==> config.mk <==
export PLATFORM = sky130hd
export DESIGN_NAME = mpmp_ctrl
export DESIGN_NICKNAME = d
export VERILOG_FILES = /design/src/rtl/mpmp_pkg.sv /design/src/rtl/mpmp_ctrl.sv
export SDC_FILE = /design/constraint.sdc
export NUM_CORES = 1
export LEC_CHECK = 0
export ABC_AREA = 1
export BUFFER_PORTS_ARGS = -buffer_cell sky130_fd_sc_hd__buf_2
export CAP_MARGIN = 20
export CORE_ASPECT_RATIO = 0.75
export CORE_MARGIN = 2
export CORE_UTILIZATION = 48
export CTS_CLUSTER_SIZE = 10
export DETAILED_ROUTE_END_ITERATION = 7
export HOLD_SLACK_MARGIN = 0.02
export PLACE_DENSITY_LB_ADDON = 0.3
export SYNTH_ARGS = -nofsm -noshare
export SYNTH_HDL_FRONTEND = slang
export SYNTH_SLANG_ARGS = --single-unit
==> constraint.sdc <==
create_clock -name clk -period 2.8 [get_ports clk]
set_clock_uncertainty 0.2 [all_clocks]
set_input_delay 0.42 -clock clk [delete_from_list [all_inputs] [get_ports clk]]
set_output_delay 0.42 -clock clk [all_outputs]
set_load 0.02 [all_outputs]
==> src/rtl/mpmp_pkg.sv <==
// ----------------------------------------------------------------------------
// mpmp_pkg
// Shared types, constants and helpers for the 3x3 matrix power mod prime block.
// ----------------------------------------------------------------------------
package mpmp_pkg;

	localparam int unsigned EXP_BITS = 63;
	localparam int unsigned ENT_W    = 30;

	localparam logic [ENT_W-1:0] MODP = 30'd998244353;

	// Barrett constant floor(2^60 / p), fits in 31 bits
	localparam logic [63:0] BARRETT_FULL = (64'd1 << 60) / 64'd998244353;
	localparam logic [30:0] BARRETT_M    = BARRETT_FULL[30:0];

	localparam logic [1:0] IDX_LAST  = 2'd2;
	localparam logic [4:0] LOAD_LAST = 5'd17;
	localparam logic [4:0] LOAD_HALF = 5'd9;

	typedef enum logic [3:0] {
		ST_IDLE,
		ST_LOAD,
		ST_CHECK,
		ST_MUL,
		ST_MUL_WAIT,
		ST_SQR,
		ST_SQR_WAIT,
		ST_OUT,
		ST_FIN,
		ST_DONE
	} mpmp_state_t;

	typedef struct packed {
		logic       capture;
		logic       load;
		logic       ident;
		logic [3:0] idx;
		logic [1:0] wr_bank;
		logic       issue;
		logic       rd_out;
		logic [1:0] xbank;
		logic [1:0] ybank;
		logic [1:0] row;
		logic [1:0] col;
		logic [1:0] kk;
		logic       shift;
	} mpmp_cmd_t;

	typedef struct packed {
		logic pipe_busy;
		logic exp_zero;
		logic exp_lsb;
	} mpmp_stat_t;

	typedef struct packed {
		logic [1:0] row;
		logic [1:0] col;
		logic [1:0] kk;
	} mpmp_tag_t;

	// entry offset row*3+col within a bank
	function automatic logic [3:0] ent_ofs(input logic [1:0] row, input logic [1:0] col);
		ent_ofs = {1'b0, row, 1'b0} + {2'b00, row} + {2'b00, col};
	endfunction

	// bank*9 + offset
	function automatic logic [4:0] mat_addr(input logic [1:0] bank, input logic [3:0] ofs);
		mat_addr = {bank, 3'b000} + {3'b000, bank} + {1'b0, ofs};
	endfunction

endpackage

==> src/rtl/mpmp_ctrl.sv <==
// ----------------------------------------------------------------------------
// mpmp_ctrl
// Sequencer: load, square-and-multiply loop over exponent bits, read-out.
// ----------------------------------------------------------------------------
module mpmp_ctrl (
	input  logic                 clk,
	input  logic                 arst_n,
	input  logic                 start,
	input  mpmp_pkg::mpmp_stat_t stat,
	output mpmp_pkg::mpmp_cmd_t  cmd,
	output logic                 busy,
	output logic                 done
);

	mpmp_pkg::mpmp_state_t state_q, state_nx;
	logic [4:0] cnt_q;
	logic [1:0] row_q, col_q, kk_q;
	logic [1:0] a_bank_q, s_bank_q, f_bank_q;
	logic       last_prod, last_out;

	assign last_prod = (row_q == mpmp_pkg::IDX_LAST) && (col_q == mpmp_pkg::IDX_LAST)
		&& (kk_q == mpmp_pkg::IDX_LAST);
	assign last_out  = (row_q == mpmp_pkg::IDX_LAST) && (kk_q == mpmp_pkg::IDX_LAST);

	always_comb begin
		state_nx = state_q;
		case (state_q)
			mpmp_pkg::ST_IDLE: begin
				if (start) state_nx = mpmp_pkg::ST_LOAD;
			end
			mpmp_pkg::ST_LOAD: begin
				if (cnt_q == mpmp_pkg::LOAD_LAST) state_nx = mpmp_pkg::ST_CHECK;
			end
			mpmp_pkg::ST_CHECK: begin
				if (stat.exp_zero)     state_nx = mpmp_pkg::ST_OUT;
				else if (stat.exp_lsb) state_nx = mpmp_pkg::ST_MUL;
				else                   state_nx = mpmp_pkg::ST_SQR;
			end
			mpmp_pkg::ST_MUL: begin
				if (last_prod) state_nx = mpmp_pkg::ST_MUL_WAIT;
			end
			mpmp_pkg::ST_MUL_WAIT: begin
				if (!stat.pipe_busy) state_nx = mpmp_pkg::ST_SQR;
			end
			mpmp_pkg::ST_SQR: begin
				if (last_prod) state_nx = mpmp_pkg::ST_SQR_WAIT;
			end
			mpmp_pkg::ST_SQR_WAIT: begin
				if (!stat.pipe_busy) state_nx = mpmp_pkg::ST_CHECK;
			end
			mpmp_pkg::ST_OUT: begin
				if (last_out) state_nx = mpmp_pkg::ST_FIN;
			end
			mpmp_pkg::ST_FIN:  state_nx = mpmp_pkg::ST_DONE;
			mpmp_pkg::ST_DONE: state_nx = mpmp_pkg::ST_IDLE;
			default:           state_nx = mpmp_pkg::ST_IDLE;
		endcase
	end

	always_comb begin
		cmd         = '0;
		cmd.capture = (state_q == mpmp_pkg::ST_IDLE) && start;
		cmd.load    = (state_q == mpmp_pkg::ST_LOAD);
		cmd.ident   = (cnt_q >= mpmp_pkg::LOAD_HALF);
		cmd.idx     = cmd.ident ? 4'(cnt_q - mpmp_pkg::LOAD_HALF) : cnt_q[3:0];
		if (cmd.load) cmd.wr_bank = cmd.ident ? a_bank_q : s_bank_q;
		else          cmd.wr_bank = f_bank_q;
		cmd.issue   = (state_q == mpmp_pkg::ST_MUL) || (state_q == mpmp_pkg::ST_SQR)
			|| (state_q == mpmp_pkg::ST_OUT);
		cmd.rd_out  = (state_q == mpmp_pkg::ST_OUT);
		cmd.xbank   = (state_q == mpmp_pkg::ST_SQR) ? s_bank_q : a_bank_q;
		cmd.ybank   = s_bank_q;
		cmd.row     = row_q;
		cmd.col     = col_q;
		cmd.kk      = kk_q;
		cmd.shift   = (state_q == mpmp_pkg::ST_SQR_WAIT) && !stat.pipe_busy;
		busy        = (state_q != mpmp_pkg::ST_IDLE);
		done        = (state_q == mpmp_pkg::ST_DONE);
	end

	always_ff @(posedge clk or negedge arst_n) begin
		if (!arst_n) begin
			state_q  <= mpmp_pkg::ST_IDLE;
			cnt_q    <= '0;
			row_q    <= '0;
			col_q    <= '0;
			kk_q     <= '0;
			a_bank_q <= 2'd0;
			s_bank_q <= 2'd1;
			f_bank_q <= 2'd2;
		end else begin
			state_q <= state_nx;
			if (state_q == mpmp_pkg::ST_LOAD) cnt_q <= cnt_q + 5'd1;
			else                              cnt_q <= '0;

			// k fastest, then column, then row; all wrap to zero at the end
			if ((state_q == mpmp_pkg::ST_MUL) || (state_q == mpmp_pkg::ST_SQR)) begin
				if (kk_q == mpmp_pkg::IDX_LAST) begin
					kk_q <= '0;
					if (col_q == mpmp_pkg::IDX_LAST) begin
						col_q <= '0;
						row_q <= (row_q == mpmp_pkg::IDX_LAST) ? 2'd0 : row_q + 2'd1;
					end else begin
						col_q <= col_q + 2'd1;
					end
				end else begin
					kk_q <= kk_q + 2'd1;
				end
			end else if (state_q == mpmp_pkg::ST_OUT) begin
				// read-out walks row and kk, kk standing for the column
				if (kk_q == mpmp_pkg::IDX_LAST) begin
					kk_q  <= '0;
					row_q <= (row_q == mpmp_pkg::IDX_LAST) ? 2'd0 : row_q + 2'd1;
				end else begin
					kk_q <= kk_q + 2'd1;
				end
			end

			// results land in the free bank, which then takes the place of the target
			if ((state_q == mpmp_pkg::ST_MUL_WAIT) && !stat.pipe_busy) begin
				a_bank_q <= f_bank_q;
				f_bank_q <= a_bank_q;
			end else if ((state_q == mpmp_pkg::ST_SQR_WAIT) && !stat.pipe_busy) begin
				s_bank_q <= f_bank_q;
				f_bank_q <= s_bank_q;
			end
		end
	end

endmodule

==> results_dict.tcl <==
set metrics [dict create \
    areaGrowthSynthToFinish_pct 18.2 \
    vias 1250 \
    worstPathRequired_ps 2180 \
    pwr-share-seq_pct 30.2 \
    slew_viol_final 0 \
    hold_end "s_bank_q[0]" \
    drive_above_1_share_pct 24.2 \
    status "finished clean" \
    initial_core_util_pct 51.1 \
    sw_frac_of_total_pct 51.3 \
    register_area_um2 528 \
    yosys_warnings 0 \
    holdCritStartpoint "s_bank_q[0]" \
    crit_fanout 8 \
    dr.pass1.iters 5 \
    synth_cell_types 25 \
    instances_no_fill 259 \
    grt-busiest-layer "met1" \
    met2_usage_pct 26.5 \
    numCtsBuffers 3 \
    reg2reg_to "state_q[2]" \
    worstSetupPathType "register to output pin" \
    die-area_um2 3260 \
    syn_avg_cell_area_um2 7.15 \
    diodes 0 \
    yosys_register_bits 21 \
    cts_root_buf "clkbuf_8" \
    final_nets 233 \
    grt_overflow_total 0 \
    reg2reg_slack_ps 1180 \
    arrival_ps 1820 \
    rsz0062_at_grt "false" \
    synth_nets 198 \
    grt_pass1_vias 1100 \
    fillerInstances 266 \
    powerDensity_nw_per_um2 1130 \
    worstHoldPathCells 2 \
    synth_area_um2 1350 \
    grt.met1_usage_pct 29.8 \
    multi_input_area_um2 696 \
    grt_max_degree 22 \
    holdWs_ps 310 \
    antenna_left 0 \
    vdd_ir_drop_max_mv 0.670 \
    setup_viol 0 \
    cap_violations 0 \
    clock-sinks 21 \
    pwr-share-comb_pct 59.0 \
    crit_path_start_kind "register" \
    maxSlewHeadroom_pct 69.4 \
    die_h_um 50.0 \
    path_clk_slew_ps 70 \
    clockBufferDepth 2 \
    port_buffers 29 \
    dieWidth_um 65.3 \
    r2r_cells 6 \
    post-place-cells 254 \
    io_pins 30 \
    tightest_slew_ps 459 \
    cts_tree "yes" \
    finalCritPeriodShare_pct 87.0 \
    intPower_w 0.000883 \
    grt.total_usage_pct 19.0 \
    fin_setup_tns_ps 0 \
    end_kind "output pin" \
    wl_per_cell_um 10.6 \
    drt_iter0_markers 59 \
    grt_pass1_wl_um 4800 \
    dp_hpwl_um 2210 \
    synthCells 189 \
    avgViaCountPerCell 4.83 \
    cts_resized 0 \
    hold_path.class "register to register" \
    antenna_found_initial 0 \
    htree_levels 1 \
    rows 16 \
    clk_latency_ps 260 \
    p_switching_w 0.000931 \
    routed_wl_um 2750 \
    drc 0 \
    max_freq_mhz 411 \
    final_hold_viol_count 0 \
    p_clk_share_pct 10.8 \
    core_um2 2640 \
    yosysSeqAreaShare_pct 39.1 \
    power_leakage_nw 0.854 \
    gp_congestion 0.859 \
    worstReg2RegStart "kk_q[0]" \
    use_met3_pct 4.79 \
    period_minus_slack_ps 2440 \
]
[state kept, by name, indices dropped and copies added (netlist names)]
name      flops
a_bank_q      2
cnt_q         5
col_q         2
f_bank_q      2
kk_q          2
row_q         2
s_bank_q      2
state_q       4
[worst max-delay path: stages (launching register included)]
cell and delay, ps:
dfrtp_1 450, ha_1 240, o21ai_1 240, nand2_1 230, nand2_1 110, nand3_1 70, nand2_1 60, buf_2 150
[synthesized netlist by cell type (all sizes together)]
| cell | count | area, um2 |
|---|---|---|
| ha | 3 | 37.5 |
| nor2 | 22 | 123 |
| nand2 | 49 | 196 |
| a21oi | 7 | 35.0 |
| o21a | 1 | 7.51 |
| o211ai | 2 | 15.0 |
| o21ai | 21 | 109 |
| xor2 | 1 | 8.76 |
| xnor2 | 1 | 8.76 |
| nor3 | 2 | 10.0 |
| dfstp | 2 | 52.6 |
| dfrtp | 19 | 475 |
| nand4 | 1 | 6.26 |
| or2 | 1 | 6.26 |
| nand3 | 23 | 133 |
| inv | 34 | 128 |
[kinds of logic (layout without fill, tap and decap cells)]
group,Yosys count,after routing,synth area share (%)
simple gates,98,98,35.1
fa+ha+maj,3,3,2.78
buf+inv,34,68,9.44
flops,21,21,39.1
xor+xnor,2,2,1.30
compound gates,31,31,12.3
[worst max-delay path by stage]
| stage | start | endpoint | cells past startpoint |
|---|---|---|---|
| after floorplan | cnt_q[0] | cmd[16] | 4 |
| after global routing | cnt_q[1] | cmd[17] | 8 |
| after CTS | cnt_q[0] | cmd[13] | 7 |
| after detailed placement | cnt_q[0] | cmd[13] | 7 |
| after global placement | cnt_q[0] | cmd[14] | 7 |
| final | cnt_q[0] | cmd[13] | 7 |
[final cells by class]
cell class	count	area share, %
clock inverters	1	0.313
flip-flops and latches	21	33.0
inverters	34	7.99
multi-input cells	134	43.5
repair buffers	30	9.71
clock buffers	3	2.58
well taps	36	2.82
[power by group through the flow]
stage,combinational [W],sequential (W),clock (W)
global placement,0.00107,0.000551,0
global route,0.00120,0.000574,0.000217
detailed placement,0.00107,0.000553,0
floorplan,0.000756,0.000592,0
CTS,0.00108,0.000546,0.000201
finish,0.00107,0.000549,0.000195
[layer usage]
| layer | part of all wire [%] | vias to the layer above |
|---|---|---|
| met4 | 0.40 | 0 |
| met5 | 0 | - |
| met3 | 5.6 | 2 |
| met2 | 40 | 37 |
| met1 | 54 | 545 |
| li1 | - | 666 |
[per-stage QoR]
stage | utilization, % | area (um2) | setup slack (ps) | total power [W]
6_report | 60.5 | 1600 | 365 | 0.00181
5_1_grt | 60.5 | 1600 | 234 | 0.00199
3_3_place_gp | 58.3 | 1540 | 726 | 0.00162
3_5_place_dp | 58.3 | 1540 | 666 | 0.00163
4_1_cts | 60.5 | 1600 | 376 | 0.00183
2_1_floorplan | - | 1350 | 525 | 0.00135
[cell usage in the layout, fill, tap and decap left out]
cell type	netlist	routed
dlygate4sd3_1	0	1
o21ai_0	11	11
a21oi_1	7	7
o21ai_2	1	1
nor2_1	14	14
or2_2	1	1
nand3_2	1	1
clkbuf_8	0	3
nor3_1	2	2
o21a_1	1	1
nand3_4	1	1
o211ai_1	2	2
xor2_1	1	1
xnor2_1	1	1
nand4_1	1	1
buf_2	0	29
nor2_2	4	4
clkinv_2	0	1
inv_2	4	4
nor2_4	4	4
dfrtp_1	19	19
inv_1	30	30
nand2_4	1	1
dfstp_2	2	2
ha_1	3	3
nand2_1	46	46
o21ai_1	9	9
nand2_2	2	2
nand3_1	21	21
[timing repair]
action | 4_1_cts | 5_1_grt
buffers inserted | 0 | 0
hold endpoints to repair | 19 | 0
endpoints found under the setup margin | 0 | 0
hold buffers | 1 | 0
No activity file was read; power rests on OpenSTA's default activity.
